**src/hw/rtl/rs_syn_pkg.sv**
```systemverilog
package rs_syn_pkg;

    localparam int unsigned MAX_SYNDROMES = 32;
    localparam int unsigned IDX_W = (MAX_SYNDROMES > 1) ? $clog2(MAX_SYNDROMES) : 1;
    localparam int unsigned CNT_W = 6;
    localparam logic [CNT_W-1:0] COUNT_RESET = CNT_W'(10);
    localparam logic [8:0] GF_POLY = 9'h11d;

    // One finished codeword: all accumulators plus the index of the final syndrome
    typedef struct packed {
        logic [MAX_SYNDROMES-1:0][7:0] acc;
        logic [IDX_W-1:0]              last_idx;
    } t_snap;

    // Queue occupancy seen by the front and back parts
    typedef struct packed {
        logic full;
        logic valid;
    } t_q_stat;

    // Multiply by alpha with reduction by the field polynomial
    function automatic logic [7:0] gf_times_two(input logic [7:0] a);
        logic [8:0] v;
        v = {a, 1'b0};
        if (v[8]) begin
            v = v ^ GF_POLY;
        end
        return v[7:0];
    endfunction

    // Shift-and-add field multiply; a constant b folds it to an XOR network
    function automatic logic [7:0] gf_mul(input logic [7:0] a, input logic [7:0] b);
        logic [7:0] r;
        logic [7:0] x;
        r = 8'h00;
        x = a;
        for (int k = 0; k < 8; k++) begin
            if (b[k]) begin
                r = r ^ x;
            end
            x = gf_times_two(x);
        end
        return r;
    endfunction

    // alpha to the power e, evaluated at elaboration
    function automatic logic [7:0] gf_pow2(input int unsigned e);
        logic [7:0] p;
        p = 8'h01;
        for (int unsigned k = 0; k < MAX_SYNDROMES; k++) begin
            if (k < e) begin
                p = gf_times_two(p);
            end
        end
        return p;
    endfunction

endpackage

```
**src/hw/rtl/rs_syn_front.sv**
```systemverilog
module rs_syn_front
    import rs_syn_pkg::*;
(
    input  logic             i_clk,
    input  logic             i_rst_n,
    input  logic             i_cfg_we,
    input  logic [CNT_W-1:0] i_cfg_wdata,
    input  logic             i_s_axis_tvalid,
    output logic             o_s_axis_tready,
    input  logic [7:0]       i_s_axis_tdata,
    input  logic             i_s_axis_tlast,
    input  t_q_stat          i_q_stat,
    output logic             o_push,
    output t_snap            o_snap
);

    logic [MAX_SYNDROMES-1:0][7:0] r_acc;
    logic [MAX_SYNDROMES-1:0][7:0] n_acc;
    logic [CNT_W-1:0]              r_count;
    logic                          s_accept;
    logic [CNT_W:0]                s_n;

    // Take bytes whenever a queue slot is free for a finished word
    assign o_s_axis_tready = !i_q_stat.full;
    assign s_accept        = i_s_axis_tvalid && o_s_axis_tready;

    // Horner step per lane: constant multiply by alpha^i, then add the byte
    for (genvar g = 0; g < MAX_SYNDROMES; g++) begin : g_lane
        localparam logic [7:0] POW = gf_pow2(g);
        assign n_acc[g] = gf_mul(r_acc[g], POW) ^ i_s_axis_tdata;
    end

    // Clamp the emitted count to 1..MAX_SYNDROMES
    always_comb begin
        priority if (r_count == '0) begin
            s_n = (CNT_W+1)'(1);
        end else if ({1'b0, r_count} > (CNT_W+1)'(MAX_SYNDROMES)) begin
            s_n = (CNT_W+1)'(MAX_SYNDROMES);
        end else begin
            s_n = {1'b0, r_count};
        end
    end

    assign o_push          = s_accept && i_s_axis_tlast;
    assign o_snap.acc      = n_acc;
    assign o_snap.last_idx = IDX_W'(s_n - (CNT_W+1)'(1));

    // Count register
    always_ff @(posedge i_clk) begin
        if (!i_rst_n) begin
            r_count <= COUNT_RESET;
        end else if (i_cfg_we) begin
            r_count <= i_cfg_wdata;
        end
    end

    // Accumulators: update on each beat, clear after the final byte
    always_ff @(posedge i_clk) begin
        if (!i_rst_n) begin
            r_acc <= '0;
        end else if (s_accept) begin
            if (i_s_axis_tlast) begin
                r_acc <= '0;
            end else begin
                r_acc <= n_acc;
            end
        end
    end

endmodule

```
**src/hw/rtl/rs_syn_queue.sv**
```systemverilog
module rs_syn_queue
    import rs_syn_pkg::*;
(
    input  logic    i_clk,
    input  logic    i_rst_n,
    input  logic    i_push,
    input  t_snap   i_snap,
    input  logic    i_pop,
    output t_q_stat o_stat,
    output t_snap   o_head
);

    t_snap      r_slot0;
    t_snap      r_slot1;
    logic       r_vld0;
    logic       r_vld1;
    logic       n_vld0;
    logic       n_vld1;
    logic       s_mid0;
    logic       s_mid1;

    assign o_stat.full  = r_vld0 && r_vld1;
    assign o_stat.valid = r_vld0;
    assign o_head       = r_slot0;

    // Valid bits: apply the pop first, then place the push in the first free slot
    always_comb begin
        s_mid0 = i_pop ? r_vld1 : r_vld0;
        s_mid1 = i_pop ? 1'b0   : r_vld1;
        n_vld0 = s_mid0;
        n_vld1 = s_mid1;
        if (i_push) begin
            if (!s_mid0) begin
                n_vld0 = 1'b1;
            end else begin
                n_vld1 = 1'b1;
            end
        end
    end

    always_ff @(posedge i_clk) begin
        if (!i_rst_n) begin
            r_vld0 <= 1'b0;
            r_vld1 <= 1'b0;
        end else begin
            r_vld0 <= n_vld0;
            r_vld1 <= n_vld1;
        end
    end

    // Payload: write the new word where it lands, else advance slot 1 on pop
    always_ff @(posedge i_clk) begin
        if (i_push && !s_mid0) begin
            r_slot0 <= i_snap;
        end else if (i_pop) begin
            r_slot0 <= r_slot1;
        end
        if (i_push && s_mid0) begin
            r_slot1 <= i_snap;
        end
    end

endmodule

```
**src/hw/rtl/rs_syn_back.sv**
```systemverilog
module rs_syn_back
    import rs_syn_pkg::*;
(
    input  logic        i_clk,
    input  logic        i_rst_n,
    input  t_q_stat     i_q_stat,
    input  t_snap       i_head,
    output logic        o_pop,
    output logic        o_m_axis_tvalid,
    input  logic        i_m_axis_tready,
    output logic [15:0] o_m_axis_tdata,
    output logic        o_m_axis_tlast
);

    logic [MAX_SYNDROMES-1:0][7:0] r_shift;
    logic [IDX_W-1:0]              r_idx;
    logic [IDX_W-1:0]              r_last_idx;
    logic                          r_busy;
    logic                          r_out_vld;
    logic [7:0]                    r_out_val;
    logic [4:0]                    r_out_idx;
    logic                          r_out_last;
    logic                          s_emit;
    logic                          s_is_last;

    assign s_emit    = r_busy && (!r_out_vld || i_m_axis_tready);
    assign s_is_last = (r_idx == r_last_idx);
    assign o_pop     = i_q_stat.valid && (!r_busy || (s_emit && s_is_last));

    assign o_m_axis_tvalid = r_out_vld;
    assign o_m_axis_tdata  = {3'b000, r_out_idx, r_out_val};
    assign o_m_axis_tlast  = r_out_last;

    // Control: run state and output valid
    always_ff @(posedge i_clk) begin
        if (!i_rst_n) begin
            r_busy    <= 1'b0;
            r_out_vld <= 1'b0;
        end else begin
            if (o_pop) begin
                r_busy <= 1'b1;
            end else if (s_emit && s_is_last) begin
                r_busy <= 1'b0;
            end
            if (s_emit) begin
                r_out_vld <= 1'b1;
            end else if (i_m_axis_tready) begin
                r_out_vld <= 1'b0;
            end
        end
    end

    // Datapath: load a word, then shift one syndrome out per beat
    always_ff @(posedge i_clk) begin
        if (o_pop) begin
            r_shift    <= i_head.acc;
            r_idx      <= '0;
            r_last_idx <= i_head.last_idx;
        end else if (s_emit) begin
            r_shift <= {8'h00, r_shift[MAX_SYNDROMES-1:1]};
            r_idx   <= r_idx + IDX_W'(1);
        end
        if (s_emit) begin
            r_out_val  <= r_shift[0];
            r_out_idx  <= 5'(r_idx);
            r_out_last <= s_is_last;
        end
    end

endmodule

```
**src/hw/rtl/rs_syndrome_calculator.sv**
```systemverilog
// Output: a word's syndromes pass the word queue, shift register and output register once its
// final byte is taken; then one syndrome per cycle in index order while the sink keeps up.
// Throughput: one byte per cycle; the two-slot word queue fills and drops ready only when
// two finished words wait behind the one being emitted.
// Reset (synchronous, active low): accumulators cleared, count set to 10, queue and output
// emptied.
module rs_syndrome_calculator
    import rs_syn_pkg::*;
(
    input  logic        i_clk,
    input  logic        i_rst_n,
    input  logic        i_cfg_we,
    input  logic [5:0]  i_cfg_wdata,      // syndrome_count
    input  logic        i_s_axis_tvalid,
    output logic        o_s_axis_tready,
    input  logic [7:0]  i_s_axis_tdata,   // [7:0] code_byte
    input  logic        i_s_axis_tlast,   // end_of_word
    output logic        o_m_axis_tvalid,
    input  logic        i_m_axis_tready,
    output logic [15:0] o_m_axis_tdata,   // [7:0] syndrome_value, [12:8] syndrome_index
    output logic        o_m_axis_tlast    // last_syndrome
);

    t_q_stat s_q_stat;
    t_snap   s_snap;
    t_snap   s_head;
    logic    s_push;
    logic    s_pop;

    rs_syn_front u_front (
        .i_clk           (i_clk),
        .i_rst_n         (i_rst_n),
        .i_cfg_we        (i_cfg_we),
        .i_cfg_wdata     (i_cfg_wdata),
        .i_s_axis_tvalid (i_s_axis_tvalid),
        .o_s_axis_tready (o_s_axis_tready),
        .i_s_axis_tdata  (i_s_axis_tdata),
        .i_s_axis_tlast  (i_s_axis_tlast),
        .i_q_stat        (s_q_stat),
        .o_push          (s_push),
        .o_snap          (s_snap)
    );

    rs_syn_queue u_queue (
        .i_clk   (i_clk),
        .i_rst_n (i_rst_n),
        .i_push  (s_push),
        .i_snap  (s_snap),
        .i_pop   (s_pop),
        .o_stat  (s_q_stat),
        .o_head  (s_head)
    );

    rs_syn_back u_back (
        .i_clk           (i_clk),
        .i_rst_n         (i_rst_n),
        .i_q_stat        (s_q_stat),
        .i_head          (s_head),
        .o_pop           (s_pop),
        .o_m_axis_tvalid (o_m_axis_tvalid),
        .i_m_axis_tready (i_m_axis_tready),
        .o_m_axis_tdata  (o_m_axis_tdata),
        .o_m_axis_tlast  (o_m_axis_tlast)
    );

endmodule

```
**config.mk**
```make
export PLATFORM = sky130hd
export DESIGN_NAME = rs_syndrome_calculator
export DESIGN_NICKNAME = d
export VERILOG_FILES = /design/src/hw/rtl/rs_syn_pkg.sv /design/src/hw/rtl/rs_syn_front.sv /design/src/hw/rtl/rs_syn_queue.sv /design/src/hw/rtl/rs_syn_back.sv /design/src/hw/rtl/rs_syndrome_calculator.sv
export SDC_FILE = /design/constraint.sdc
export NUM_CORES = 2
export LEC_CHECK = 0
export BUFFER_PORTS_ARGS = -buffer_cell sky130_fd_sc_hd__buf_2
export CORE_ASPECT_RATIO = 1.5
export CORE_MARGIN = 8
export CORE_UTILIZATION = 50
export CTS_BUF_LIST = sky130_fd_sc_hd__clkbuf_8
export CTS_CLUSTER_DIAMETER = 100
export DETAILED_ROUTE_END_ITERATION = 8
export PLACE_DENSITY = 0.65
export SYNTH_ARGS = -nofsm -noshare
export SYNTH_HDL_FRONTEND = slang
export SYNTH_SLANG_ARGS = --single-unit
```
**constraint.sdc**
```tcl
create_clock -name i_clk -period 157.7 [get_ports i_clk]
set_input_delay 23.655 -clock i_clk [delete_from_list [all_inputs] [get_ports i_clk]]
set_output_delay 23.655 -clock i_clk [all_outputs]
set_load 0.02 [all_outputs]
```
==> impl_results.md <==
- Die ar.: 103000 sq um
- Fin. max-slew vios: 0
- CTS tree: built
- Fin. Hold Viols: 0
- Initial antenna violation count: 1
- Crit Path Max Fanout: 73
- Post-synthesis sequential area ratio: 63.4%
- Layout cells sized above 1: 25.2%
- Latest clock arrival within the worst-skew pair: 0.82 ns
- GP Congestion: 0.765
- Top routing layer used: met4
- Chip Height: 389 um
- Flops & latches, synth: 1068
- Fmax: 0.0369 GHz
- Die W: 264 um
- Met2 wire len: 48600 um
- Detailed-route via count: 23200
- Setup TNS Final: 0 ns
- HP Class: flip-flop to flip-flop
- Max-cap viol count: 0
- Clock-pin slew on the worst setup and hold paths: 0.06 ns
- Worst Setup EP: u_queue.r_slot1[107]
- All-Layer GR Usage: 18.4%
- WP data required: 158.13 ns
- RR Endpoint: u_queue.r_slot1[103]
- R2R Setup Slk: 153.25 ns
- 1st-iter DRT viols: 1550
- Buffers from clock root to sink, at most: 3
- Reg2reg path depth: 7
- Number of library cell types mapped by synthesis: 39
- Slew margin rel.: 8.80%
- Initial core utilization: 50.5%
- Post-CTS setup buffers: 0
- Post-CTS resize count: 0
- Final #Nets: 3014
- Commonest non-fill, non-tap cell in the layout: edfxtp_1
- CP arrival: 27.51 ns
- Rows: 136
- Power consumption: 654 uW
- Most frequent cells in the layout: edfxtp_1 (797), xnor2_1 (523), mux2_2 (330)
- Post-DP HPWL: 51500 um
- Post-DRT Antenna Nets: 0
- Hold_buf cts: 0
- Root Buffer: clkbuf_8
- Maximum VDD drop: 0.00745 mV
- Ys Warns: 0
- Mapped Area: 46300 sq um
- Leakage power: 17.6 nW
- Largest net degree at the start of global routing: 174
- # IOs: 39
- Met3 WL: 3490 um
- Worst slew pin tran: 1.37 ns
- Period utilisation layout: 17.2%
- Yosys top cell area share: 51.7%
- Post-synthesis cell count: 2949
- CP Launch Type: primary input
- CP startpoint: i_s_axis_tlast
- Clock Sinks: 1068
- Residual DRC: 0
- Power Density: 13.0 nW/um^2
- Clock Skews: 0.0260 ns
- Detailed Route WL: 94900 um
- Tmin final: 27.08 ns
- RR Startpoint: u_back.r_idx[0]
- CTS Buf Count: 159
- Total global routing overflow: 0
- Input/output buffers: 35
- Core ar.: 91700 sq um
- WL met1: 40100 um
- Avg Vias per Cell: 5.40
- Outcome: completed
- Crit Path Category: primary input to flip-flop
- Area growth from synthesis to layout: 8.75%
- Post-Synthesis Mean Instance Area: 15.7 sq um
- First-pass GRT wire length: 147000 um
- Top cells by area, synth: edfxtp_1 (52%), dfxtp_1 (12%), xnor2_1 (9.9%)
- RSZ-0062 raised after global routing: false
- Setup crit end kind: flip-flop
- H-tree depth reported by CTS: 4
- Area leader, netlist: edfxtp_1
- Final setup fails: 0
- Drt pass-1 iters: 5
- Number of global-route vias before repair: 24800
- DR WL/cell: 22.1 um
==> metal layers <==
layer	global-route usage (%)	vias up
li1	-	10800
met1	22.4	11800
met2	32.2	427
met3	3.67	170
met4	6.63	0
met5	0	-
==> per-stage QoR <==
stage | area, sq um | utilization [%] | hold WS, ns | std cells | setup WS, ns
after floorplan | 46300 | - | 0.400 | 2951 | 91.03
after global placement | 47300 | 51.6 | 0.402 | 4004 | 129.82
after CTS | 50300 | 54.9 | 0.420 | 4296 | 130.63
final | 50300 | 54.9 | 0.419 | 4297 | 130.62
after global routing | 50300 | 54.9 | 0.424 | 4297 | 130.45
after detailed placement | 47300 | 51.6 | 0.405 | 4004 | 129.73
==> state kept, by name, indices dropped and copies added (netlist names) <==
name                    flops
u_back.r_busy               1
u_back.r_out_idx            5
u_queue.r_vld0              1
u_back.o_m_axis_tvalid      1
u_queue.r_vld1              1
u_back.r_idx                5
u_front.r_acc             256
u_back.r_last_idx           5
u_back.o_m_axis_tlast       1
u_queue.o_head            261
u_queue.r_slot1           261
u_back.r_shift            256
u_front.r_count             6
u_back.r_out_val            8
==> report_power, final <==
group	leakage, nW	internal, mW	switching [mW]
clock network	1.81	0.110	0.104
registers	9.61	0.330	0.0108
logic	6.14	0.0455	0.0543
total	17.6	0.485	0.169
==> area by class of cell <==
class	count	area, sq um
well taps	1173	1470
repair buffers	63	450
fillers	7295	41400
multi-input cells	1696	16000
clock inverters	111	544
diodes	1	2.50
clock buffers	181	2490
inverters	4	15.0
flip-flops and latches	1068	29400
==> worst min path at each step <==
stage / startpoint / end / slack [ns] / cells after the start
final: u_back.r_shift[5] / u_back.r_out_val[5] / 0.42 / 0
after global routing: u_queue.o_head[4] / u_back.r_last_idx[4] / 0.42 / 0
after CTS: u_back.r_shift[2] / u_back.r_out_val[2] / 0.42 / 0
after detailed placement: u_queue.o_head[4] / u_back.r_last_idx[4] / 0.41 / 0
after global placement: u_back.r_shift[1] / u_back.r_out_val[1] / 0.40 / 0
after floorplan: u_queue.o_head[0] / u_back.r_last_idx[0] / 0.40 / 0
==> logic make-up after synthesis <==
group                      synth area share [%]
DFF                                        63.4
xor gates and xnor gates                   12.9
muxes                                      14.0
AOI/OAI and AO/OA                          4.71
and+or+nand+nor                            2.84
buffers and inverters                      2.13
adders and majority gates                0.0541
other                                   0.00810
==> synth_stat cells <==
cell       instances
xor2_1           156
nand3_1            4
nand3b_1           8
or3_1              2
o41ai_1            1
mux2i_1            6
a2111oi_0          1
a21bo_1            1
a22oi_1          118
o21ai_0           13
a21boi_0          10
inv_1              4
or2_2              1
mux2_2           330
mux2_4           179
xnor2_1          523
nor2b_1          138
nor4_1             1
and2_1            11
nor3_1             2
edfxtp_1         797
a22o_1           115
conb_1             1
nand2b_1           6
clkbuf_1          71
o32ai_1            1
ha_1               2
buf_2             85
a31oi_1            1
o32a_1             1
nand4_1            1
nor2_1            18
nor3b_1           16
dfxtp_1          271
buf_4              7
nand2_1            9
a21oi_1           17
buf_6             20
o21bai_1           1
==> worst max-delay path, cell delays in order <==
cell       delay [ns]
buf_2            0.49
nand2_1          0.20
a2111oi_2        0.37
buf_4            0.77
buf_4            0.98
buf_4            0.90
No activity file was read; power rests on OpenSTA's default activity.
